**config.mk**
```make
export PLATFORM = sky130hd
export DESIGN_NAME = button_press_event_detector_flat
export DESIGN_NICKNAME = d
export VERILOG_FILES = /design/src/hw/rtl/bped_pkg.sv /design/src/hw/rtl/bped_if.sv /design/src/hw/rtl/bped_state_mem.sv /design/src/hw/rtl/bped_update.sv /design/src/hw/rtl/button_press_event_detector.sv /design/src/flat_wrapper.sv
export SDC_FILE = /design/constraint.sdc
export NUM_CORES = 1
export LEC_CHECK = 0
export BUFFER_PORTS_ARGS = -buffer_cell sky130_fd_sc_hd__buf_2
export CORE_ASPECT_RATIO = 1.2
export CORE_UTILIZATION = 32
export DETAILED_ROUTE_END_ITERATION = 8
export PLACE_DENSITY = 0.47
export SYNTH_ARGS = -nofsm -noshare
export SYNTH_HDL_FRONTEND = slang
export SYNTH_SLANG_ARGS = --single-unit
```
**constraint.sdc**
```tcl
create_clock -name clk -period 27.2 [get_ports clk]
set_clock_uncertainty 0.2 [all_clocks]
set_input_delay 4.08 -clock clk [delete_from_list [all_inputs] [get_ports clk]]
set_output_delay 4.08 -clock clk [all_outputs]
set_load 0.01 [all_outputs]
```
**src/hw/rtl/bped_pkg.sv**
```systemverilog
package bped_pkg;

  // Debounced press tracking per button
  typedef enum logic [1:0] {
    PS_IDLE  = 2'd0,
    PS_DOWN  = 2'd1,
    PS_UP    = 2'd2,
    PS_DWAIT = 2'd3
  } press_t;

  // What the last finished press left behind
  typedef enum logic [2:0] {
    PV_NONE  = 3'd0,
    PV_CLICK = 3'd1,
    PV_DWAIT = 3'd2,
    PV_LONG  = 3'd3,
    PV_CONT  = 3'd4
  } prev_t;

  // Event armed by the current press
  typedef enum logic [2:0] {
    PE_NONE   = 3'd0,
    PE_DOWN   = 3'd1,
    PE_LONG   = 3'd2,
    PE_DOUBLE = 3'd3,
    PE_CONT   = 3'd4
  } pend_t;

  // Reported event codes
  typedef enum logic [2:0] {
    EV_CLICK    = 3'd0,
    EV_DOUBLE   = 3'd1,
    EV_LONG     = 3'd2,
    EV_LONG_REL = 3'd3,
    EV_CONT     = 3'd4,
    EV_CONT_REL = 3'd5
  } ev_code_t;

  // Configuration register indexes
  typedef enum logic [2:0] {
    CFG_TRIGGER_LEVELS  = 3'd0,
    CFG_DEBOUNCE_TICKS  = 3'd1,
    CFG_LONG_TICKS      = 3'd2,
    CFG_REPEAT_TICKS    = 3'd3,
    CFG_DOUBLE_TICKS    = 3'd4,
    CFG_CONTINUOUS_MODE = 3'd5,
    CFG_LONG_ONCE_MODE  = 3'd6,
    CFG_CLICK_WAIT_MODE = 3'd7
  } cfg_idx_t;

  localparam int unsigned CFG_IDX_W  = 3;
  localparam int unsigned CFG_DATA_W = 8;
  localparam logic [7:0]  HOLD_CAP   = 8'hFF;

  typedef struct packed {
    logic [7:0] trigger_levels;
    logic [7:0] debounce_ticks;
    logic [7:0] long_ticks;
    logic [7:0] repeat_ticks;
    logic [7:0] double_ticks;
    logic       continuous_mode;
    logic       long_once_mode;
    logic       click_wait_mode;
  } cfg_t;

  localparam cfg_t CFG_RESET = '{
    trigger_levels:  8'hFF,
    debounce_ticks:  8'd2,
    long_ticks:      8'd50,
    repeat_ticks:    8'd1,
    double_ticks:    8'd15,
    continuous_mode: 1'b0,
    long_once_mode:  1'b0,
    click_wait_mode: 1'b1
  };

  // One button's state word as held in the state memory
  typedef struct packed {
    logic       stable_level;
    logic [7:0] debounce_count;
    press_t     press_state;
    prev_t      previous_state;
    pend_t      pending_event;
    logic [7:0] repeat_count;
    logic [7:0] hold_count;
    logic [7:0] gap_count;
  } entry_t;

  // Idle level is the inverse of the reset trigger mask, which is all ones
  localparam entry_t ENTRY_RESET = '{
    stable_level:   ~CFG_RESET.trigger_levels[0],
    debounce_count: 8'd0,
    press_state:    PS_IDLE,
    previous_state: PV_NONE,
    pending_event:  PE_NONE,
    repeat_count:   8'd0,
    hold_count:     8'd0,
    gap_count:      8'd0
  };

endpackage

```
**src/hw/rtl/bped_if.sv**
```systemverilog
interface bped_in_if;
  logic       valid;
  logic       ready;
  logic [2:0] button_index;
  logic       pin_level;

  modport source (output valid, output button_index, output pin_level, input ready);
  modport sink   (input valid, input button_index, input pin_level, output ready);
endinterface

interface bped_out_if;
  logic       valid;
  logic       ready;
  logic [2:0] event_button;
  logic [2:0] event_code;

  modport source (output valid, output event_button, output event_code, input ready);
  modport sink   (input valid, input event_button, input event_code, output ready);
endinterface

```
**src/hw/rtl/bped_state_mem.sv**
```systemverilog
module bped_state_mem #(
  parameter int unsigned DEPTH = 8
) (
  input  logic                                  clk,
  input  logic                                  rst_n,
  input  logic                                  rd_en,
  input  logic [((DEPTH > 1) ? $clog2(DEPTH) : 1)-1:0] rd_addr,
  output bped_pkg::entry_t                      rd_data,
  input  logic                                  wr_en,
  input  logic [((DEPTH > 1) ? $clog2(DEPTH) : 1)-1:0] wr_addr,
  input  bped_pkg::entry_t                      wr_data
);

  localparam int unsigned AW = (DEPTH > 1) ? $clog2(DEPTH) : 1;

  bped_pkg::entry_t mem [DEPTH];
  logic [DEPTH-1:0] valid_r;

  bped_pkg::entry_t mem_q_r;
  logic             rd_valid_r;
  logic [AW-1:0]    rd_addr_r;

  bped_pkg::entry_t fwd_data_r;
  logic [AW-1:0]    fwd_addr_r;
  logic             fwd_v_r;

  // Registered read port
  always_ff @(posedge clk) begin
    if (rd_en) begin
      mem_q_r    <= mem[rd_addr];
      rd_valid_r <= valid_r[rd_addr];
      rd_addr_r  <= rd_addr;
    end
  end

  // Write port, keep a copy of the newest write for forwarding
  always_ff @(posedge clk) begin
    if (wr_en) begin
      mem[wr_addr] <= wr_data;
      fwd_data_r   <= wr_data;
      fwd_addr_r   <= wr_addr;
    end
  end

  // Entry valid bits and forward valid
  always_ff @(posedge clk) begin
    if (!rst_n) begin
      valid_r <= '0;
      fwd_v_r <= 1'b0;
    end else if (wr_en) begin
      valid_r[wr_addr] <= 1'b1;
      fwd_v_r          <= 1'b1;
    end
  end

  // Newest write to the same entry wins; an unwritten entry reads as reset
  always_comb begin
    if (fwd_v_r && (fwd_addr_r == rd_addr_r)) begin
      rd_data = fwd_data_r;
    end else if (rd_valid_r) begin
      rd_data = mem_q_r;
    end else begin
      rd_data = bped_pkg::ENTRY_RESET;
    end
  end

endmodule

```
**src/hw/rtl/bped_update.sv**
```systemverilog
module bped_update (
  input  bped_pkg::entry_t   cur,
  input  logic               pin_level,
  input  logic               trig,
  input  bped_pkg::cfg_t     cfg,
  output bped_pkg::entry_t   nxt,
  output logic               ev_valid,
  output bped_pkg::ev_code_t ev_code
);

  always_comb begin
    nxt      = cur;
    ev_valid = 1'b0;
    ev_code  = bped_pkg::EV_CLICK;

    // Debounce: count differing ticks, accept the level at the threshold
    if (pin_level != nxt.stable_level) begin
      nxt.debounce_count = nxt.debounce_count + 8'd1;
      if (nxt.debounce_count >= cfg.debounce_ticks) begin
        nxt.stable_level   = pin_level;
        nxt.debounce_count = 8'd0;
        if (nxt.press_state == bped_pkg::PS_IDLE ||
            nxt.press_state == bped_pkg::PS_DWAIT) begin
          nxt.press_state = bped_pkg::PS_DOWN;
        end else if (nxt.press_state == bped_pkg::PS_DOWN) begin
          nxt.press_state = bped_pkg::PS_UP;
        end
      end
    end

    unique case (nxt.press_state)
      // Held: continuous repeat, or hold timing then long marking or long repeat
      bped_pkg::PS_DOWN: begin
        if (nxt.stable_level == trig) begin
          if (cfg.continuous_mode) begin
            nxt.repeat_count = nxt.repeat_count + 8'd1;
            if (nxt.repeat_count >= cfg.repeat_ticks) begin
              nxt.repeat_count  = 8'd0;
              nxt.pending_event = bped_pkg::PE_CONT;
              ev_valid          = 1'b1;
              ev_code           = bped_pkg::EV_CONT;
            end
          end else begin
            if (nxt.pending_event != bped_pkg::PE_LONG) begin
              nxt.pending_event = bped_pkg::PE_DOWN;
            end
            nxt.hold_count = nxt.hold_count + 8'd1;
            if (nxt.hold_count >= cfg.long_ticks) begin
              if (cfg.long_once_mode) begin
                nxt.pending_event = bped_pkg::PE_LONG;
              end else begin
                nxt.repeat_count = nxt.repeat_count + 8'd1;
                if (nxt.repeat_count >= cfg.repeat_ticks) begin
                  nxt.repeat_count  = 8'd0;
                  nxt.pending_event = bped_pkg::PE_LONG;
                  ev_valid          = 1'b1;
                  ev_code           = bped_pkg::EV_LONG;
                end
              end
              if (nxt.hold_count == bped_pkg::HOLD_CAP) begin
                nxt.hold_count = cfg.long_ticks;
              end
            end
          end
        end
      end
      // Released: resolve click, double, long or continuous release
      bped_pkg::PS_UP: begin
        if (nxt.pending_event == bped_pkg::PE_DOWN) begin
          if (nxt.gap_count <= cfg.double_ticks &&
              nxt.previous_state == bped_pkg::PV_DWAIT) begin
            nxt.pending_event  = bped_pkg::PE_DOUBLE;
            ev_valid           = 1'b1;
            ev_code            = bped_pkg::EV_DOUBLE;
            nxt.press_state    = bped_pkg::PS_IDLE;
            nxt.previous_state = bped_pkg::PV_NONE;
          end else begin
            nxt.gap_count  = 8'd0;
            nxt.hold_count = 8'd0;
            if (!cfg.click_wait_mode) begin
              ev_valid = 1'b1;
              ev_code  = bped_pkg::EV_CLICK;
            end
            nxt.press_state    = bped_pkg::PS_DWAIT;
            nxt.previous_state = bped_pkg::PV_DWAIT;
          end
        end else if (nxt.pending_event == bped_pkg::PE_LONG) begin
          ev_valid           = 1'b1;
          ev_code            = cfg.long_once_mode ? bped_pkg::EV_LONG
                                                  : bped_pkg::EV_LONG_REL;
          nxt.hold_count     = 8'd0;
          nxt.press_state    = bped_pkg::PS_IDLE;
          nxt.previous_state = bped_pkg::PV_LONG;
          nxt.pending_event  = bped_pkg::PE_DOWN;
        end else if (cfg.continuous_mode &&
                     nxt.pending_event == bped_pkg::PE_CONT) begin
          nxt.hold_count     = 8'd0;
          ev_valid           = 1'b1;
          ev_code            = bped_pkg::EV_CONT_REL;
          nxt.press_state    = bped_pkg::PS_IDLE;
          nxt.previous_state = bped_pkg::PV_CONT;
        end
      end
      // Waiting for a second press: time out the double window
      bped_pkg::PS_DWAIT: begin
        nxt.gap_count = nxt.gap_count + 8'd1;
        if (nxt.gap_count >= cfg.double_ticks) begin
          nxt.press_state    = bped_pkg::PS_IDLE;
          nxt.previous_state = bped_pkg::PV_NONE;
          if (cfg.click_wait_mode) begin
            nxt.gap_count      = 8'd0;
            ev_valid           = 1'b1;
            ev_code            = bped_pkg::EV_CLICK;
            nxt.previous_state = bped_pkg::PV_CLICK;
          end
        end
      end
      default: begin
      end
    endcase
  end

endmodule

```
**src/hw/rtl/button_press_event_detector.sv**
```systemverilog
// Button press event detector. Each input beat is one tick sample of one
// button (button number and raw pin level); the block debounces it and
// reports click, double click, long press, long release, continuous repeat
// and continuous release, at most one result beat per input beat. It takes
// one beat per cycle while the output is not stalled: the button's state
// word is read from a synchronous state memory when the beat is accepted,
// updated in the update stage and written back as that stage advances, with
// the newest write forwarded so that beats for the same button may follow
// each other directly. A result waits in the output register until taken.
// Beats whose button number is not below NUM_BUTTONS are taken and dropped.
// All state resets at once: valid bits make unwritten entries read as the
// idle state. Configuration writes take effect on the next cycle and should
// be made while no beat is in flight.
module button_press_event_detector #(
  parameter int unsigned NUM_BUTTONS = 8
) (
  input  logic                                clk,
  input  logic                                rst_n,
  bped_in_if.sink                             in_chan,
  bped_out_if.source                          out_chan,
  input  logic                                cfg_we,
  input  logic [bped_pkg::CFG_IDX_W-1:0]      cfg_index,
  input  logic [bped_pkg::CFG_DATA_W-1:0]     cfg_wdata
);

  localparam int unsigned AW = (NUM_BUTTONS > 1) ? $clog2(NUM_BUTTONS) : 1;

  bped_pkg::cfg_t     cfg_r;
  bped_pkg::entry_t   rd_entry;
  bped_pkg::entry_t   upd_entry;
  logic               upd_ev_valid;
  bped_pkg::ev_code_t upd_ev_code;

  logic       s1_v_r;
  logic       s1_v_nxt;
  logic [2:0] s1_button_r;
  logic       s1_level_r;
  logic       s1_fire;
  logic       in_take;
  logic       in_range;

  logic               out_v_r;
  logic               out_v_nxt;
  logic [2:0]         out_button_r;
  bped_pkg::ev_code_t out_code_r;

  // Configuration registers
  always_ff @(posedge clk) begin
    if (!rst_n) begin
      cfg_r <= bped_pkg::CFG_RESET;
    end else if (cfg_we) begin
      unique case (bped_pkg::cfg_idx_t'(cfg_index))
        bped_pkg::CFG_TRIGGER_LEVELS:  cfg_r.trigger_levels  <= cfg_wdata;
        bped_pkg::CFG_DEBOUNCE_TICKS:  cfg_r.debounce_ticks  <= cfg_wdata;
        bped_pkg::CFG_LONG_TICKS:      cfg_r.long_ticks      <= cfg_wdata;
        bped_pkg::CFG_REPEAT_TICKS:    cfg_r.repeat_ticks    <= cfg_wdata;
        bped_pkg::CFG_DOUBLE_TICKS:    cfg_r.double_ticks    <= cfg_wdata;
        bped_pkg::CFG_CONTINUOUS_MODE: cfg_r.continuous_mode <= cfg_wdata[0];
        bped_pkg::CFG_LONG_ONCE_MODE:  cfg_r.long_once_mode  <= cfg_wdata[0];
        bped_pkg::CFG_CLICK_WAIT_MODE: cfg_r.click_wait_mode <= cfg_wdata[0];
        default: begin
        end
      endcase
    end
  end

  // Handshake: advance the update stage unless its result has nowhere to go
  assign s1_fire       = s1_v_r && (!upd_ev_valid || !out_v_r || out_chan.ready);
  assign in_chan.ready = !s1_v_r || s1_fire;
  assign in_take       = in_chan.valid && in_chan.ready;
  assign in_range      = int'(in_chan.button_index) < int'(NUM_BUTTONS);

  always_comb begin
    s1_v_nxt = s1_v_r;
    if (in_take && in_range) begin
      s1_v_nxt = 1'b1;
    end else if (s1_fire) begin
      s1_v_nxt = 1'b0;
    end
  end

  always_ff @(posedge clk) begin
    if (!rst_n) begin
      s1_v_r <= 1'b0;
    end else begin
      s1_v_r <= s1_v_nxt;
    end
  end

  // Hold the sample while its state word is read
  always_ff @(posedge clk) begin
    if (in_take && in_range) begin
      s1_button_r <= in_chan.button_index;
      s1_level_r  <= in_chan.pin_level;
    end
  end

  bped_state_mem #(
    .DEPTH (NUM_BUTTONS)
  ) u_state_mem (
    .clk     (clk),
    .rst_n   (rst_n),
    .rd_en   (in_take && in_range),
    .rd_addr (AW'(in_chan.button_index)),
    .rd_data (rd_entry),
    .wr_en   (s1_fire),
    .wr_addr (AW'(s1_button_r)),
    .wr_data (upd_entry)
  );

  bped_update u_update (
    .cur       (rd_entry),
    .pin_level (s1_level_r),
    .trig      (cfg_r.trigger_levels[s1_button_r]),
    .cfg       (cfg_r),
    .nxt       (upd_entry),
    .ev_valid  (upd_ev_valid),
    .ev_code   (upd_ev_code)
  );

  // Output register: load a new event beat, drop it once taken
  always_comb begin
    out_v_nxt = out_v_r;
    if (s1_fire && upd_ev_valid) begin
      out_v_nxt = 1'b1;
    end else if (out_chan.ready) begin
      out_v_nxt = 1'b0;
    end
  end

  always_ff @(posedge clk) begin
    if (!rst_n) begin
      out_v_r <= 1'b0;
    end else begin
      out_v_r <= out_v_nxt;
    end
  end

  always_ff @(posedge clk) begin
    if (s1_fire && upd_ev_valid) begin
      out_button_r <= s1_button_r;
      out_code_r   <= upd_ev_code;
    end
  end

  assign out_chan.valid        = out_v_r;
  assign out_chan.event_button = out_button_r;
  assign out_chan.event_code   = out_code_r;

endmodule
```
**src/flat_wrapper.sv**
```systemverilog
// flat-port wrapper written by rule: the top's interface ports become plain ports
module button_press_event_detector_flat 
#(
  parameter int unsigned NUM_BUTTONS = 8
)
  (clk, rst_n, cfg_we, cfg_index, cfg_wdata, in_chan_valid, in_chan_button_index, in_chan_pin_level, in_chan_ready, out_chan_valid, out_chan_event_button, out_chan_event_code, out_chan_ready);
  bped_in_if in_chan_i ();
  bped_out_if out_chan_i ();
  input  logic clk;
  input  logic rst_n;
  input  logic cfg_we;
  input  logic [bped_pkg::CFG_IDX_W-1:0] cfg_index;
  input  logic [bped_pkg::CFG_DATA_W-1:0] cfg_wdata;
  input wire logic [$bits(in_chan_i.valid)-1:0] in_chan_valid;
  input wire logic [$bits(in_chan_i.button_index)-1:0] in_chan_button_index;
  input wire logic [$bits(in_chan_i.pin_level)-1:0] in_chan_pin_level;
  output wire logic [$bits(in_chan_i.ready)-1:0] in_chan_ready;
  output wire logic [$bits(out_chan_i.valid)-1:0] out_chan_valid;
  output wire logic [$bits(out_chan_i.event_button)-1:0] out_chan_event_button;
  output wire logic [$bits(out_chan_i.event_code)-1:0] out_chan_event_code;
  input wire logic [$bits(out_chan_i.ready)-1:0] out_chan_ready;
  assign in_chan_i.valid = in_chan_valid;
  assign in_chan_i.button_index = in_chan_button_index;
  assign in_chan_i.pin_level = in_chan_pin_level;
  assign in_chan_ready = in_chan_i.ready;
  assign out_chan_valid = out_chan_i.valid;
  assign out_chan_event_button = out_chan_i.event_button;
  assign out_chan_event_code = out_chan_i.event_code;
  assign out_chan_i.ready = out_chan_ready;
  button_press_event_detector #(.NUM_BUTTONS(NUM_BUTTONS)) u_core (.clk(clk), .rst_n(rst_n), .in_chan(in_chan_i), .out_chan(out_chan_i), .cfg_we(cfg_we), .cfg_index(cfg_index), .cfg_wdata(cfg_wdata));
endmodule
```
* Word-level counts from Yosys, hierarchy flattened
Memories as Yosys holds them, arrays and structs flattened. A register that Yosys moved wholly into a read port is not among the register bits.
Index checks and enable logic that the tools add are counted.
** Storage, ports and cells
- Flip-flop bits (word level) :: 109
- Bits in writable memories :: 328
- Input port bits :: 20
- Logic and storage cells :: 163
- Memories kept :: 1
** Memories
- u_core.u_state_mem.mem :: depth 8, width 41, rd ports 1, clocked after Yosys merged registers in 1, wr ports 1, RTL line bped_state_mem.sv:16 : bped_pkg::entry_t mem [DEPTH];
** Cells by class
- $add $sub $neg :: 4
- Order comparisons :: 8
- Equality and inequality tests :: 21
- Multiplexer cells :: 76
- Bitwise logic cells :: 1
- Reduce and logical (&&, ||, !) cells :: 26
** Operator list (number)
- $mux 8 :: 11
- $mux 41 :: 2
- $mux 11 :: 5
- $mux 3 :: 15
- $mux 19 :: 2
- $add 8x1->8 const B :: 4
- $ge 8x8->1 :: 4
- $pmux 8 s2 :: 2
- $mux 1 :: 24
- $mux 5 :: 4
- $mux 16 :: 1
- $reduce_and 2->1 :: 8
- $eq 3x3->1 const B :: 5
- $eq 3x2->1 const B :: 4
- $pmux 3 s2 :: 2
- $pmux 5 s2 :: 1
- $eq 8x8->1 const B :: 1
- $le 8x8->1 :: 1
- $lt 3x4->1 const B :: 2
- $or 8x8->8 :: 1
- $logic_and 1x1->1 :: 7
- $bmux 1 s3 :: 2
- $eq 2x2->1 const B :: 3
- $eq 3x1->1 const B :: 2
- 14 further kinds :: 23

* Depth between registers and ports, before layout
Gate-level depths: netlist of run 1.
- Depth after elaboration :: 18
- Gate-level depth with buffers :: 28

* By module
From an unflattened synthesis of run 1, not the netlist that was laid out.
** Second synthesis, totals
- Cell total of the unflattened synthesis :: 1320
- Area, all modules :: 20973.9 µm²
** By module, submodules not included
- bped_state_mem :: times used 1, cells an instance 734, area each 16135.5 µm², sequential area each 12702.2 µm²
- bped_update :: times used 1, cells an instance 391, area each 2705.1 µm², sequential area each 0.0 µm²
- button_press_event_detector :: times used 1, cells an instance 195, area each 2133.3 µm², sequential area each 1201.2 µm²

* Least setup slack after synthesis of run 1
No wires, ideal clock.
- Path kind :: register -> output
- Start point :: register u_core.u_state_mem.rd_addr_r[1]
- End point :: output in_chan_ready
- Arrival :: 6.057 ns
- Setup slack :: 16.863 ns
- Cell stages (with the launch flop) :: 24
- Buffers on the path :: 2
- Cells stage by stage :: edfxtp_1 > xor2_1 > or4_1 > buf_6 > mux2_4 > nor3_4 > or3b_4 > or3_4 > xor2_1 > ha_1 > and4_1 > a221oi_1 > nand2_1 > nand2_1 > nor2_1 > xor2_1 > ha_1 > clkbuf_1 > inv_1 > o41a_1 > a2111oi_0 > nor3_1 > nor3_1 > inv_1
** On the way
- Word-level cells in the longest chain between the ends :: 16
- Elaborated cells on any way between the ends :: 49
** Ends and longest elaborated chain
- start: declaration :: RTL line bped_state_mem.sv:21 : logic [AW-1:0] rd_addr_r;
- start signal: assignment :: RTL line bped_state_mem.sv:32 : rd_addr_r <= rd_addr;
- $eq 3x3->1 :: RTL line bped_state_mem.sv:58 : if (fwd_v_r && (fwd_addr_r == rd_addr_r)) begin
- $logic_and 1x1->1 :: RTL line bped_state_mem.sv:58
- $mux 41 :: RTL line bped_state_mem.sv:58
- $add 8x1->8 :: RTL line bped_update.sv:36, bped_update.sv:52
- $ge 8x8->1 :: RTL line bped_update.sv:37, bped_update.sv:53
- $mux 1 :: RTL line bped_update.sv:37, bped_update.sv:53
- $mux 1 :: RTL line bped_update.sv:49 : if (cfg.long_once_mode) begin
- $mux 1 :: RTL line bped_update.sv:48 : if (nxt.hold_count >= cfg.long_ticks) begin
- $mux 1 :: RTL line bped_update.sv:35 : if (cfg.continuous_mode) begin
- $mux 1 :: RTL line bped_update.sv:34 : if (nxt.stable_level == trig) begin
- $pmux 1 s3 * :: RTL line bped_update.sv:31 : unique case (nxt.press_state)
- $logic_not 1->1 * :: RTL line button_press_event_detector.sv:68 : assign s1_fire = s1_v_r && (!upd_ev_valid || !out_v_r || out_chan.ready);
- $logic_or 1x1->1 * (2 in series) :: RTL line button_press_event_detector.sv:68
- $logic_and 1x1->1 * :: RTL line button_press_event_detector.sv:68
- $logic_or 1x1->1 * :: RTL line button_press_event_detector.sv:69 : assign in_chan.ready = !s1_v_r || s1_fire;
- end: declaration :: RTL line flat_wrapper.sv:17 : output wire logic [$bits(in_chan_i.ready)-1:0] in_chan_ready;
Every way passes the cells marked *; elsewhere a longest branch is shown, timed or not. The select of a mux whose other input is x is not followed.

* Final worst setup path of run 1
Ends and elaborated chain as after synthesis.

==> reports/qor.txt, run 1 <==
RUN STATUS
--------------------------------------------------------------------------------------------------------
Outcome                                                                                        completed

CTS
--------------------------------------------------------------------------------------------------------
CTS sink cnt                                                                                         478
# Post-CTS Setup Buffers                                                                               0
Post-CTS clock slew at the launch and capture registers of the worst setup and hold paths        0.06 ns
Total number of H-tree levels                                                                          2
Hold buffers post-CTS                                                                                  0
Num CTS Buffers                                                                                       49
Maximum buffer depth of the clock tree                                                                 3
Clock latency reported for the late side of the worst-skew pair                                  0.58 ns
Number of gates given a new drive strength after cts                                                   0
Root buf cell                                                                               sky130_fd_sc_hd__clkbuf_16
Clock tree from TritonCTS                                                                          built

DIE
--------------------------------------------------------------------------------------------------------
Die H                                                                                        283 microns
Standard-cell rows                                                                                   102
Core box area                                                                               0.0647 sq mm
Die span in x                                                                                236 microns
Boundary pin count                                                                                    28
Die Outline Area                                                                            0.0667 sq mm
Initial Util                                                                                       32.5%

TIMING
--------------------------------------------------------------------------------------------------------
Worst Setup Slack, final                                                                        14.82 ns
Final Cycle Share                                                                                  45.5%
Number of pins exceeding their max-slew limit in the final report                                      0
Fin Setup TNS                                                                                       0 ns
Final hold slack                                                                                0.264 ns
Time the worst path needs with I/O delays and setup                                             12.38 ns
Maximum clock frequency                                                                         80.8 MHz
Fin. Hold Viols                                                                                        0
Transition time of the tightest slew-check pin                                                   1.18 ns
Normalized max-slew margin                                                                         20.5%
Total setup violations reported at the end of the flow                                                 0
Setup repair after global routing missed its margin                                                   no

YOSYS
--------------------------------------------------------------------------------------------------------
Synth Cell Area                                                                             0.0210 sq mm
Net Count, Synth                                                                                    1469
Most used flip-flop cell after synthesis                                                    sky130_fd_sc_hd__edfxtp_1
Number of synthesized flops with an enable pin                                                       424
Share of async-settable or async-resettable flops after synthesis                                     0%
Mean post-synth cell area                                                                     15.0 sq um
Cells after Synth                                                                                   1400
Synth warnings                                                                                         0
Number of distinct standard cells referenced by the synthesized netlist                               70
Seq/Total Area, Yosys                                                                              65.8%
Number of flip-flops and latches in the synthesized netlist                                          478

GRT
--------------------------------------------------------------------------------------------------------
Global-route wire length before repair                                                      75800 microns
Global-route total usage across every layer                                                        15.1%
Vias in the first global route                                                                     12103
Number of antenna violations at the first check in global routing                                      2
Pin count of the biggest net entering global routing                                                  57
Remaining global-route overflow                                                                        0

CRITICAL PATH
--------------------------------------------------------------------------------------------------------
Crit Path Category                                                                               reg2out
Crit Path Max Fanout                                                                                  46
Worst reg2reg path depth                                                                              24
Crit end category                                                                             output pin
Sort of element at the start of the critical path                                              flip-flop
Data arrival time of the critical path                                                           8.10 ns
Crit path required time                                                                         22.92 ns

PWR
--------------------------------------------------------------------------------------------------------
Proportion of power drawn by flip-flops and latches                                                51.4%
Internal Pwr Total                                                                               1.26 mW
Fraction of power consumed by the clock network                                                    40.3%
VDD IR-drop max                                                                                  41.3 uV
Net load switching power                                                                        0.379 mW
Reported leakage power                                                                           8.05 nW
Switching share of total power                                                                     23.1%
Combinational share of power                                                                        8.4%
Power density over the cells                                                                69.3 mW/mm^2

LAYOUT
--------------------------------------------------------------------------------------------------------
Fin area                                                                                    0.0237 sq mm
Diode insertion count for antenna repair                                                               0
Post-synthesis to final-layout area growth                                                         12.7%
Fraction of layout instances using a drive strength above 1                                        19.0%
Net total in the final layout                                                                       1499

DRT
--------------------------------------------------------------------------------------------------------
Via count of the routed design                                                                     11714
Total wire length after detailed routing                                                    49500 microns
Avg Vias per Cell                                                                                   5.10
Drt initial violations                                                                               797
Count of nets left with antenna violations after detail routing                                        0
TritonRoute pass-1 iters                                                                               5
DRC Markers                                                                                            0
Wirelength per Cell                                                                         21.5 microns

PLACEMENT
--------------------------------------------------------------------------------------------------------
Placement-stage worst setup slack                                                               15.46 ns
Detail Placement HPWL                                                                       30300 microns
Number of buffers added on ports                                                                      27
Final GP Congestion                                                                                0.791
DP Area                                                                                     0.0221 sq mm

WORST HOLD PATH
--------------------------------------------------------------------------------------------------------
Number of cells traversed by the worst hold path                                                       2
Class of the tightest hold or removal check                                                      reg2reg

FLOW RUN
--------------------------------------------------------------------------------------------------------
Max-cap violation count                                                                                0

kinds of logic (layout without fill, tap and decap cells):
logic type / Yosys count / count (layout) / synth area share [%]
compound gates: 200 / 200 / 6.36
mux: 150 / 150 / 12.5
xor+xnor: 37 / 37 / 1.54
fa+ha+maj: 49 / 49 / 2.92
buf+inv: 130 / 197 / 2.38
flops: 478 / 478 / 65.8
simple gates: 356 / 356 / 8.52
final timing paths:
check                                            end  slack, ns                                       from
max                                    in_chan_ready      14.82  u_core.u_state_mem.rd_addr_r[1]$_DFFE_PP_
min                    u_core.cfg_r[32]$_SDFFE_PN0P_       0.26              u_core.cfg_r[32]$_SDFFE_PN0P_
max reg2reg  u_core.u_state_mem.mem[7][16]$_DFFE_PP_      17.30  u_core.u_state_mem.rd_addr_r[1]$_DFFE_PP_
min reg2reg            u_core.cfg_r[32]$_SDFFE_PN0P_       0.26              u_core.cfg_r[32]$_SDFFE_PN0P_
synthesized netlist by cell type (all sizes together), types with 3 or more instances:
library cell | count | area share, %
mux2i | 15 | 0.71
edfxtp | 424 | 61
a21boi | 26 | 0.93
nor3 | 17 | 0.46
and4 | 3 | 0.13
nor3b | 8 | 0.31
o21bai | 3 | 0.11
a21oi | 45 | 1.1
and2 | 18 | 0.54
a32o | 8 | 0.38
a31oi | 6 | 0.18
buf | 20 | 0.42
o211ai | 11 | 0.39
o21ai | 35 | 0.83
nor2b | 11 | 0.33
clkbuf | 47 | 0.84
xnor2 | 23 | 0.96
xor2 | 14 | 0.58
a2111oi | 5 | 0.21
nand2 | 131 | 2.3
nand3 | 46 | 1.1
mux4 | 84 | 9.0
nor2 | 45 | 0.80
and3b | 4 | 0.17
and3 | 29 | 0.86
o21a | 12 | 0.43
ha | 49 | 2.9
nand2b | 12 | 0.36
or2 | 6 | 0.18
inv | 63 | 1.1
nand4 | 12 | 0.36
dfxtp | 54 | 5.1
a211o | 4 | 0.17
mux2 | 51 | 2.8
o22ai | 20 | 0.63
power groups by stage:
stage          combinational (mW)  sequential, mW  clock (mW)
3_3_place_gp                0.138           0.857           0
6_report                    0.137           0.841       0.660
3_5_place_dp                0.140           0.857           0
5_1_grt                     0.152           0.843       0.706
4_1_cts                     0.140           0.842       0.680
2_1_floorplan              0.0952           0.853           0
worst max-delay path, cell delays in order (launching register included):
cell,delay (ns)
sky130_fd_sc_hd__edfxtp_1,0.57
sky130_fd_sc_hd__xor2_1,0.29
sky130_fd_sc_hd__or4_2,0.68
sky130_fd_sc_hd__buf_4,0.34
sky130_fd_sc_hd__mux2_4,0.39
sky130_fd_sc_hd__nor3_4,0.24
sky130_fd_sc_hd__or3b_4,0.43
sky130_fd_sc_hd__or3_4,0.41
sky130_fd_sc_hd__xor2_1,0.16
sky130_fd_sc_hd__ha_1,0.30
sky130_fd_sc_hd__and4_1,0.20
sky130_fd_sc_hd__a221oi_1,0.63
sky130_fd_sc_hd__nand2_1,0.35
sky130_fd_sc_hd__nand2_1,0.13
sky130_fd_sc_hd__nor2_1,0.05
sky130_fd_sc_hd__xor2_1,0.27
sky130_fd_sc_hd__ha_1,0.38
sky130_fd_sc_hd__inv_1,0.10
sky130_fd_sc_hd__o41a_1,0.46
sky130_fd_sc_hd__a2111oi_0,0.35
sky130_fd_sc_hd__nor3_1,0.20
sky130_fd_sc_hd__nor3_1,0.28
sky130_fd_sc_hd__inv_1,0.12
sky130_fd_sc_hd__buf_2,0.16
cell type report:
cell class,instances,area (sq um)
clock inverters,24,234
repair buffers,46,287
fillers,6083,41000
clock buffers,64,1320
flip-flops and latches,478,13800
multi-input cells,792,6720
inverters,63,236
well taps,832,1040
registers in the layout (all words and copies together), names as in the netlist:
name and flops:
u_core.out_chan.valid 1, u_core.u_state_mem.rd_valid_r 1, u_core.s1_level_r 1, u_core.u_state_mem.fwd_addr_r 3, u_core.out_chan.event_code 3, u_core.u_state_mem.valid_r 8, u_core.u_state_mem.fwd_v_r 1, u_core.u_state_mem.fwd_data_r 41
u_core.out_chan.event_button 3, u_core.u_state_mem.rd_addr_r 3, u_core.s1_v_r 1, u_core.cfg_r 43, u_core.u_state_mem.mem 328, u_core.u_state_mem.mem_q_r 41
placed cells by master, fill, tap and decap left out, types with 6 or more instances in the layout:
| cell | count |
|---|---|
| sky130_fd_sc_hd__dfxtp_1 | 54 |
| sky130_fd_sc_hd__a31oi_1 | 6 |
| sky130_fd_sc_hd__nor2b_1 | 11 |
| sky130_fd_sc_hd__inv_1 | 63 |
| sky130_fd_sc_hd__o21a_1 | 12 |
| sky130_fd_sc_hd__nand2_1 | 131 |
| sky130_fd_sc_hd__o211ai_1 | 11 |
| sky130_fd_sc_hd__buf_2 | 25 |
| sky130_fd_sc_hd__clkbuf_1 | 11 |
| sky130_fd_sc_hd__a21boi_0 | 26 |
| sky130_fd_sc_hd__a32o_1 | 8 |
| sky130_fd_sc_hd__nand4_1 | 12 |
| sky130_fd_sc_hd__mux2i_1 | 15 |
| sky130_fd_sc_hd__mux4_2 | 84 |
| sky130_fd_sc_hd__nor3_1 | 16 |
| sky130_fd_sc_hd__and2_1 | 17 |
| sky130_fd_sc_hd__o21ai_0 | 35 |
| sky130_fd_sc_hd__nand3_1 | 46 |
| sky130_fd_sc_hd__o22ai_1 | 19 |
| sky130_fd_sc_hd__xnor2_1 | 23 |
| sky130_fd_sc_hd__mux2_2 | 49 |
| sky130_fd_sc_hd__and3_1 | 25 |
| sky130_fd_sc_hd__ha_1 | 49 |
| sky130_fd_sc_hd__nor2_1 | 45 |
| sky130_fd_sc_hd__edfxtp_1 | 424 |
| sky130_fd_sc_hd__clkbuf_16 | 49 |
| sky130_fd_sc_hd__clkinv_1 | 6 |
| sky130_fd_sc_hd__xor2_1 | 14 |
| sky130_fd_sc_hd__nand2b_1 | 12 |
| sky130_fd_sc_hd__buf_4 | 20 |
| sky130_fd_sc_hd__a21oi_1 | 45 |
| sky130_fd_sc_hd__clkinv_2 | 7 |
through the flow:
step	cells	total power [mW]	util (%)
3_3_place_gp	2211	0.995	34.2
4_1_cts	2299	1.66	36.6
5_1_grt	2299	1.70	36.6
6_report	2299	1.64	36.6
2_1_floorplan	1400	0.948	-
3_5_place_dp	2211	0.997	34.2
per-layer routing:
layer / vias to the layer above / track usage [%] / part of all wire, %
met1: 6033 / 19.3 / 44
li1: 5442 / - / -
met2: 167 / 26.3 / 50
met3: 72 / 2.39 / 3.2
met4: 0 / 4.88 / 2.7
met5: - / 0 / 0
Power figures use the tool's default switching activity.
==> inputs of run 2 (changes only) <==
clock period = 12.8 ns   (was 27.2 ns; I/O delays follow)
==> run 2 against run 1 <==
Count of clock-buffer cells in the layout down 6. Global-route usage up 0.66 points. Routed wire length up 4.3%. Flip-flop and latch count unchanged. Core utilization about the same. Largest power group unchanged. Largest cell class unchanged. First-iteration DRC count up 20%.
==> reports/qor.txt, run 2 (synthesis gave the netlist of run 1 again) <==
CRITICAL PATH
--------------------------------------------------------------------------------------------------------
Crit end category                                                                             output pin
Crit Path Category                                                                               reg2out
Crit Path Max Fanout                                                                                  46   unchanged
Data arrival time of the critical path                                                           8.19 ns   +0.09 ns
Crit path required time                                                                         10.68 ns   -12.24 ns
Sort of element at the start of the critical path                                              flip-flop

TIMING
--------------------------------------------------------------------------------------------------------
Normalized max-slew margin                                                                         14.3%   -6.2 points
Maximum clock frequency                                                                         97.0 MHz
Setup repair after global routing missed its margin                                                   no
Final hold slack                                                                                0.264 ns   -0.000417 ns
Total setup violations reported at the end of the flow                                                 0   unchanged
Number of pins exceeding their max-slew limit in the final report                                      0   unchanged
Transition time of the tightest slew-check pin                                                   1.27 ns   +0.0919 ns
Fin. Hold Viols                                                                                        0   unchanged
Final Cycle Share                                                                                  80.5%
Time the worst path needs with I/O delays and setup                                             10.31 ns
Fin Setup TNS                                                                                       0 ns   unchanged

DIE
--------------------------------------------------------------------------------------------------------
Boundary pin count                                                                                    28   unchanged
Standard-cell rows                                                                                   102   unchanged
Die span in x                                                                                236 microns   unchanged
Core box area                                                                               0.0647 sq mm   unchanged
Die Outline Area                                                                            0.0667 sq mm   unchanged
Die H                                                                                        283 microns   unchanged
Initial Util                                                                                       32.5%   unchanged

LAYOUT
--------------------------------------------------------------------------------------------------------
Fraction of layout instances using a drive strength above 1                                        19.2%   +0.29 points
Net total in the final layout                                                                       1502   +0.20%
Largest registers                                                                           u_core.u_state_mem.mem (328), u_core.cfg_r (43)
Diode insertion count for antenna repair                                                               0   unchanged
Largest register FFs                                                                                 328   unchanged
Most common library cell in the layout ignoring fill and taps                               sky130_fd_sc_hd__edfxtp_1
Sequential Area                                                                             0.0138 sq mm   unchanged
Filler cell count in the final layout                                                               6051   -0.53%
Multi-input gate area in the final layout                                                   0.00672 sq mm   -0.11%
Post-synthesis to final-layout area growth                                                         12.6%   about the same
Biggest register                                                                            u_core.u_state_mem.mem
Commonest cells after routing, fill and taps aside                                          sky130_fd_sc_hd__edfxtp_1 (424), sky130_fd_sc_hd__nand2_1 (131), sky130_fd_sc_hd__mux4_2 (84)

DRT
--------------------------------------------------------------------------------------------------------
Total wire length after detailed routing                                                    51700 microns   +4.3%
Count of nets left with antenna violations after detail routing                                        0   unchanged
DRC Markers                                                                                            0   unchanged
Via count of the routed design                                                                     11809   +0.81%
Drt initial violations                                                                               960   +20%
TritonRoute pass-1 iters                                                                               5   unchanged
Avg Vias per Cell                                                                                   5.13   +0.64%
Wirelength per Cell                                                                         22.4 microns   +4.1%

PWR
--------------------------------------------------------------------------------------------------------
Overall Power                                                                                    3.48 mW   +110%
Power density over the cells                                                                 147 mW/mm^2   +110%
Reported leakage power                                                                           8.06 nW   +0.15%
VDD IR-drop max                                                                                  94.0 uV   +130%

GRT
--------------------------------------------------------------------------------------------------------
Global Route met3 Usage                                                                            2.36%   -0.029 points
Global-route wire length before repair                                                      78900 microns   +4.1%
Remaining global-route overflow                                                                        0   unchanged
Met1 demand-to-capacity share in global routing                                                    21.7%   +2.5 points
Number of antenna violations at the first check in global routing                                      0   -2
Pin count of the biggest net entering global routing                                                  63   +11%
Met2 GRT Util                                                                                      26.0%   -0.30 points
Vias in the first global route                                                                     12167   +0.53%
Global-route total usage across every layer                                                        15.8%   +0.66 points
Highest-utilization routing layer at the global route stage                                         met2

CTS
--------------------------------------------------------------------------------------------------------
Num CTS Buffers                                                                                       49   unchanged
Total number of H-tree levels                                                                          2   unchanged
CTS sink cnt                                                                                         478   unchanged
Number of gates given a new drive strength after cts                                                   0   unchanged
Clock tree from TritonCTS                                                                          built
Post-CTS clock slew at the launch and capture registers of the worst setup and hold paths        0.06 ns   about the same
# Post-CTS Setup Buffers                                                                               0   unchanged
Hold buffers post-CTS                                                                                  0   unchanged
Root buf cell                                                                               sky130_fd_sc_hd__clkbuf_16
Maximum buffer depth of the clock tree                                                                 3   unchanged
Clock latency reported for the late side of the worst-skew pair                                  0.60 ns   +0.02 ns

RUN STATUS
--------------------------------------------------------------------------------------------------------
Outcome                                                                                        completed

FLOW RUN
--------------------------------------------------------------------------------------------------------
Max-cap violation count                                                                                0   unchanged

PLACEMENT
--------------------------------------------------------------------------------------------------------
Final GP Congestion                                                                                0.817   +3.4%
Detail Placement HPWL                                                                       32400 microns   +6.8%
Number of buffers added on ports                                                                      27   unchanged

WORST HOLD PATH
--------------------------------------------------------------------------------------------------------
Class of the tightest hold or removal check                                                      reg2reg

[run 2: layer usage]
| metal | part of all wire, % | up-vias |
|---|---|---|
| met4 | 2.0 | 0 |
| met1 | 47 | 6083 |
| met3 | 3.4 | 56 |
| met5 | 0 | - |
| met2 | 48 | 215 |
| li1 | - | 5455 |
[run 2: area by class of cell]
| type | instances | area share (%) |
|---|---|---|
| multi-input cells | 792 | 28.4 |
| flip-flops and latches | 478 | 58.4 |
| repair buffers | 49 | 1.31 |
| inverters | 63 | 1.00 |
| well taps | 832 | 4.40 |
| clock buffers | 58 | 5.37 |
| clock inverters | 31 | 1.14 |
[run 2: final timing paths]
| check | start | cells after the start | slack [ns] | end |
|---|---|---|---|---|
| worst max-delay path | u_core.u_state_mem.rd_addr_r[0]$_DFFE_PP_ | 23 | 2.49 | in_chan_ready |
| worst min-delay path | u_core.u_state_mem.valid_r[6]$_SDFFE_PN0N_ | 1 | 0.26 | u_core.u_state_mem.valid_r[6]$_SDFFE_PN0N_ |
| worst max register to register | u_core.u_state_mem.rd_addr_r[0]$_DFFE_PP_ | 24 | 3.07 | u_core.u_state_mem.mem[7][34]$_DFFE_PP_ |
| worst min register to register | u_core.u_state_mem.valid_r[6]$_SDFFE_PN0N_ | 1 | 0.26 | u_core.u_state_mem.valid_r[6]$_SDFFE_PN0N_ |
[run 2: per-stage QoR]
| step | util, % | setup WS, ns | std cells | instance area, sq um |
|---|---|---|---|---|
| floorplan | - | 2.57 | 1400 | 21000 |
| global placement | 34.2 | 3.26 | 2214 | 22100 |
| detailed placement | 34.2 | 3.09 | 2214 | 22100 |
| CTS | 36.6 | 2.47 | 2303 | 23700 |
| global route | 36.6 | 1.88 | 2303 | 23700 |
| finish | 36.6 | 2.49 | 2303 | 23700 |
[run 2: report_power, final]
part | total (mW) | switching [mW] | internal (mW)
combinational | 0.299 | 0.198 | 0.101
clock | 1.39 | 0.618 | 0.776
sequential | 1.79 | 0.0210 | 1.77
[run 2: critical path, cell delays in order (launching register included)]
cell	delay, ns
sky130_fd_sc_hd__edfxtp_1	0.80
sky130_fd_sc_hd__xor2_1	0.25
sky130_fd_sc_hd__or4_2	0.58
sky130_fd_sc_hd__buf_4	0.30
sky130_fd_sc_hd__mux2_4	0.39
sky130_fd_sc_hd__nor3_4	0.25
sky130_fd_sc_hd__or3b_4	0.43
sky130_fd_sc_hd__or3_4	0.41
sky130_fd_sc_hd__xor2_1	0.15
sky130_fd_sc_hd__ha_1	0.30
sky130_fd_sc_hd__and4_1	0.19
sky130_fd_sc_hd__a221oi_1	0.62
sky130_fd_sc_hd__nand2_1	0.30
sky130_fd_sc_hd__nand2_1	0.12
sky130_fd_sc_hd__nor2_1	0.05
sky130_fd_sc_hd__xor2_1	0.29
sky130_fd_sc_hd__ha_1	0.38
sky130_fd_sc_hd__inv_1	0.10
sky130_fd_sc_hd__o41a_1	0.47
sky130_fd_sc_hd__a2111oi_0	0.35
sky130_fd_sc_hd__nor3_1	0.25
sky130_fd_sc_hd__nor3_1	0.33
sky130_fd_sc_hd__inv_1	0.09
sky130_fd_sc_hd__buf_2	0.15
==> inputs of run 3 (changes only) <==
clock period = 10.5 ns   (was 12.8 ns; I/O delays follow)
==> run 3 against run 2 <==
Routed wire length rose by 1.1%. Cell area increased by 0.11%. Largest power group unchanged. Die area did not move. Critical path depth up 1. Global-route usage rose by 0.20 points.
==> reports/qor.txt, run 3 (synthesis gave the netlist of run 1 again) <==
RUN STATUS
--------------------------------------------------------------------------------------------------------
Outcome                                                                                        completed

CTS
--------------------------------------------------------------------------------------------------------
Maximum buffer depth of the clock tree                                                                 3   unchanged
Root buf cell                                                                               sky130_fd_sc_hd__clkbuf_16
Num CTS Buffers                                                                                       50   +2.0%
Post-CTS clock slew at the launch and capture registers of the worst setup and hold paths        0.06 ns   about the same
Clock tree from TritonCTS                                                                          built
Number of gates given a new drive strength after cts                                                   0   unchanged
Clock latency reported for the late side of the worst-skew pair                                  0.60 ns   about the same
CTS sink cnt                                                                                         478   unchanged
# Post-CTS Setup Buffers                                                                               0   unchanged
Total number of H-tree levels                                                                          2   unchanged
Hold buffers post-CTS                                                                                  0   unchanged

GRT
--------------------------------------------------------------------------------------------------------
Vias in the first global route                                                                     12431   +2.2%
Global-route total usage across every layer                                                        16.0%   +0.20 points
Pin count of the biggest net entering global routing                                                  57   -9.5%
Global-route wire length before repair                                                      79100 microns   +0.24%
Number of antenna violations at the first check in global routing                                      0   unchanged
Remaining global-route overflow                                                                        0   unchanged

LAYOUT
--------------------------------------------------------------------------------------------------------
Most common library cell in the layout ignoring fill and taps                               sky130_fd_sc_hd__edfxtp_1
Biggest register                                                                            u_core.u_state_mem.mem
Commonest cells after routing, fill and taps aside                                          sky130_fd_sc_hd__edfxtp_1 (424), sky130_fd_sc_hd__nand2_1 (131), sky130_fd_sc_hd__mux4_2 (84)
Fraction of layout instances using a drive strength above 1                                        18.6%   -0.68 points
Post-synthesis to final-layout area growth                                                         12.8%
Sequential Area                                                                             0.0138 sq mm   unchanged
Filler cell count in the final layout                                                               6048   -0.050%
Multi-input gate area in the final layout                                                   0.00672 sq mm   unchanged
Net total in the final layout                                                                       1503   +0.067%
Largest register FFs                                                                                 328   unchanged
Largest registers                                                                           u_core.u_state_mem.mem (328), u_core.cfg_r (43)

PWR
--------------------------------------------------------------------------------------------------------
Proportion of power drawn by flip-flops and latches                                                51.5%   about the same
Reported leakage power                                                                           8.05 nW   about the same
Combinational share of power                                                                        8.5%   about the same
Net load switching power                                                                        0.986 mW   +18%
Switching share of total power                                                                     23.3%   -0.75 points
Fraction of power consumed by the clock network                                                    40.0%   about the same
Internal Pwr Total                                                                               3.25 mW   +23%
Power density over the cells                                                                 179 mW/mm^2   +21%
Overall Power                                                                                    4.24 mW   +22%
VDD IR-drop max                                                                                   124 uV   +32%

CRITICAL PATH
--------------------------------------------------------------------------------------------------------
Crit Path Category                                                                               reg2out
Crit Path Max Fanout                                                                                  19   -59%
Worst reg-to-reg setup slack                                                                     1.61 ns   -1.46 ns
Sort of element at the start of the critical path                                              flip-flop
Data arrival time of the critical path                                                           7.90 ns   -0.29 ns
Endpoint of the most critical register-to-register path                                     u_core.u_state_mem.mem[7][16]$_DFFE_PP_
Crit end category                                                                             output pin
R2r startpoint                                                                              u_core.u_state_mem.rd_addr_r[0]$_DFFE_PP_
Worst reg2reg path depth                                                                              24   unchanged
Crit path required time                                                                          8.73 ns   -1.95 ns

WORST HOLD PATH
--------------------------------------------------------------------------------------------------------
Number of cells traversed by the worst hold path                                                       1   unchanged
Class of the tightest hold or removal check                                                      reg2reg
Hold_sp                                                                                     u_core.u_state_mem.fwd_v_r$_SDFFE_PN0N_
Terminating pin of the worst hold path                                                      u_core.u_state_mem.fwd_v_r$_SDFFE_PN0N_

DRT
--------------------------------------------------------------------------------------------------------
TritonRoute pass-1 iters                                                                               5   unchanged
Via count of the routed design                                                                     11808   -0.0085%
Total wire length after detailed routing                                                    52200 microns   +1.1%
DRC Markers                                                                                            0   unchanged
Wirelength per Cell                                                                         22.7 microns   +1.1%
Avg Vias per Cell                                                                                   5.13   about the same
Drt initial violations                                                                               894   -6.9%
Count of nets left with antenna violations after detail routing                                        0   unchanged

FLOW RUN
--------------------------------------------------------------------------------------------------------
Max-cap violation count                                                                                0   unchanged

TIMING
--------------------------------------------------------------------------------------------------------
Fin Setup TNS                                                                                       0 ns   unchanged
Setup repair after global routing missed its margin                                                   no
Time the worst path needs with I/O delays and setup                                              9.67 ns
Maximum clock frequency                                                                          103 MHz
Fin. Hold Viols                                                                                        0   unchanged
Final Cycle Share                                                                                  92.1%
Normalized max-slew margin                                                                         16.5%   +2.2 points
Number of pins exceeding their max-slew limit in the final report                                      0   unchanged
Transition time of the tightest slew-check pin                                                   1.25 ns   -0.0230 ns
Total setup violations reported at the end of the flow                                                 0   unchanged

DIE
--------------------------------------------------------------------------------------------------------
Core box area                                                                               0.0647 sq mm   unchanged
Boundary pin count                                                                                    28   unchanged
Die Outline Area                                                                            0.0667 sq mm   unchanged
Standard-cell rows                                                                                   102   unchanged
Die H                                                                                        283 microns   unchanged
Initial Util                                                                                       32.5%   unchanged
Die span in x                                                                                236 microns   unchanged

PLACEMENT
--------------------------------------------------------------------------------------------------------
Detail Placement HPWL                                                                       31800 microns   -1.9%
Final GP Congestion                                                                                0.795   -2.7%
Number of buffers added on ports                                                                      27   unchanged

run 3: how the worst max path moves through the flow:
stage / from / endpoint / slack (ns) / cells past startpoint
floorplan: u_core.u_state_mem.rd_addr_r[1]$_DFFE_PP_ / u_core.u_state_mem.mem[2][0]$_DFFE_PP_ / 0.27 / 25
global placement: u_core.u_state_mem.rd_addr_r[0]$_DFFE_PP_ / in_chan_ready / 1.62 / 24
detailed placement: u_core.u_state_mem.rd_addr_r[0]$_DFFE_PP_ / in_chan_ready / 1.49 / 22
CTS: u_core.u_state_mem.rd_addr_r[1]$_DFFE_PP_ / in_chan_ready / 0.81 / 24
global route: u_core.u_state_mem.rd_addr_r[1]$_DFFE_PP_ / in_chan_ready / 0.21 / 24
finish: u_core.u_state_mem.rd_addr_r[0]$_DFFE_PP_ / in_chan_ready / 0.83 / 24
run 3: layout make-up:
type                            instances  share of cell area (%)
Antenna cell                            1                  0.0106
Clock buffer                           66                    5.67
Clock inverter                         23                   0.819
Inverter                               63                   0.999
Multi-Input combinational cell        792                    28.4
Sequential cell                       478                    58.3
Tap cell                              832                    4.40
Timing Repair Buffer                   49                    1.41
run 3: per-stage QoR:
step	setup slack (ns)	util, %	cell area [sq um]	hold slack [ns]	instances
final	0.827	36.6	23700	0.265	2304
after detailed placement	1.49	34.2	22100	0.255	2214
after floorplan	0.272	-	21000	0.233	1400
after global routing	0.213	36.6	23700	0.287	2303
after global placement	1.62	34.2	22100	0.242	2214
after CTS	0.809	36.6	23700	0.270	2303
run 3: critical path, cell delays in order (launching register included):
cell	delay [ns]
sky130_fd_sc_hd__edfxtp_1	0.71
sky130_fd_sc_hd__xor2_1	0.23
sky130_fd_sc_hd__or4_2	0.72
sky130_fd_sc_hd__mux2_2	0.38
sky130_fd_sc_hd__inv_1	0.09
sky130_fd_sc_hd__ha_1	0.21
sky130_fd_sc_hd__or3b_2	0.51
sky130_fd_sc_hd__nor3_1	0.25
sky130_fd_sc_hd__xnor2_1	0.18
sky130_fd_sc_hd__ha_1	0.30
sky130_fd_sc_hd__a21oi_1	0.16
sky130_fd_sc_hd__nand2_1	0.07
sky130_fd_sc_hd__a221oi_1	0.60
sky130_fd_sc_hd__nand2_1	0.35
sky130_fd_sc_hd__nand2_1	0.14
sky130_fd_sc_hd__nor2_1	0.05
sky130_fd_sc_hd__xor2_1	0.28
sky130_fd_sc_hd__ha_1	0.37
sky130_fd_sc_hd__inv_1	0.12
sky130_fd_sc_hd__o41a_1	0.47
sky130_fd_sc_hd__a2111oi_0	0.32
sky130_fd_sc_hd__nor3_1	0.20
sky130_fd_sc_hd__nor3_1	0.28
sky130_fd_sc_hd__inv_1	0.12
sky130_fd_sc_hd__buf_2	0.15
run 3: metal layers:
layer	up-vias	GRT usage [%]	share of wire [%]
met5	-	0	0
met4	0	5.95	3.3
met3	81	2.20	3.1
met2	200	27.2	49
met1	6072	20.8	45
li1	5455	-	-
run 3: power by group through the flow:
stage	clock, mW	sequential (mW)	combinational [mW]
6_report	1.69	2.18	0.362
5_1_grt	1.80	2.19	0.402
4_1_cts	1.74	2.18	0.370
3_5_place_dp	0	2.22	0.369
3_3_place_gp	0	2.22	0.366
2_1_floorplan	0	2.21	0.247
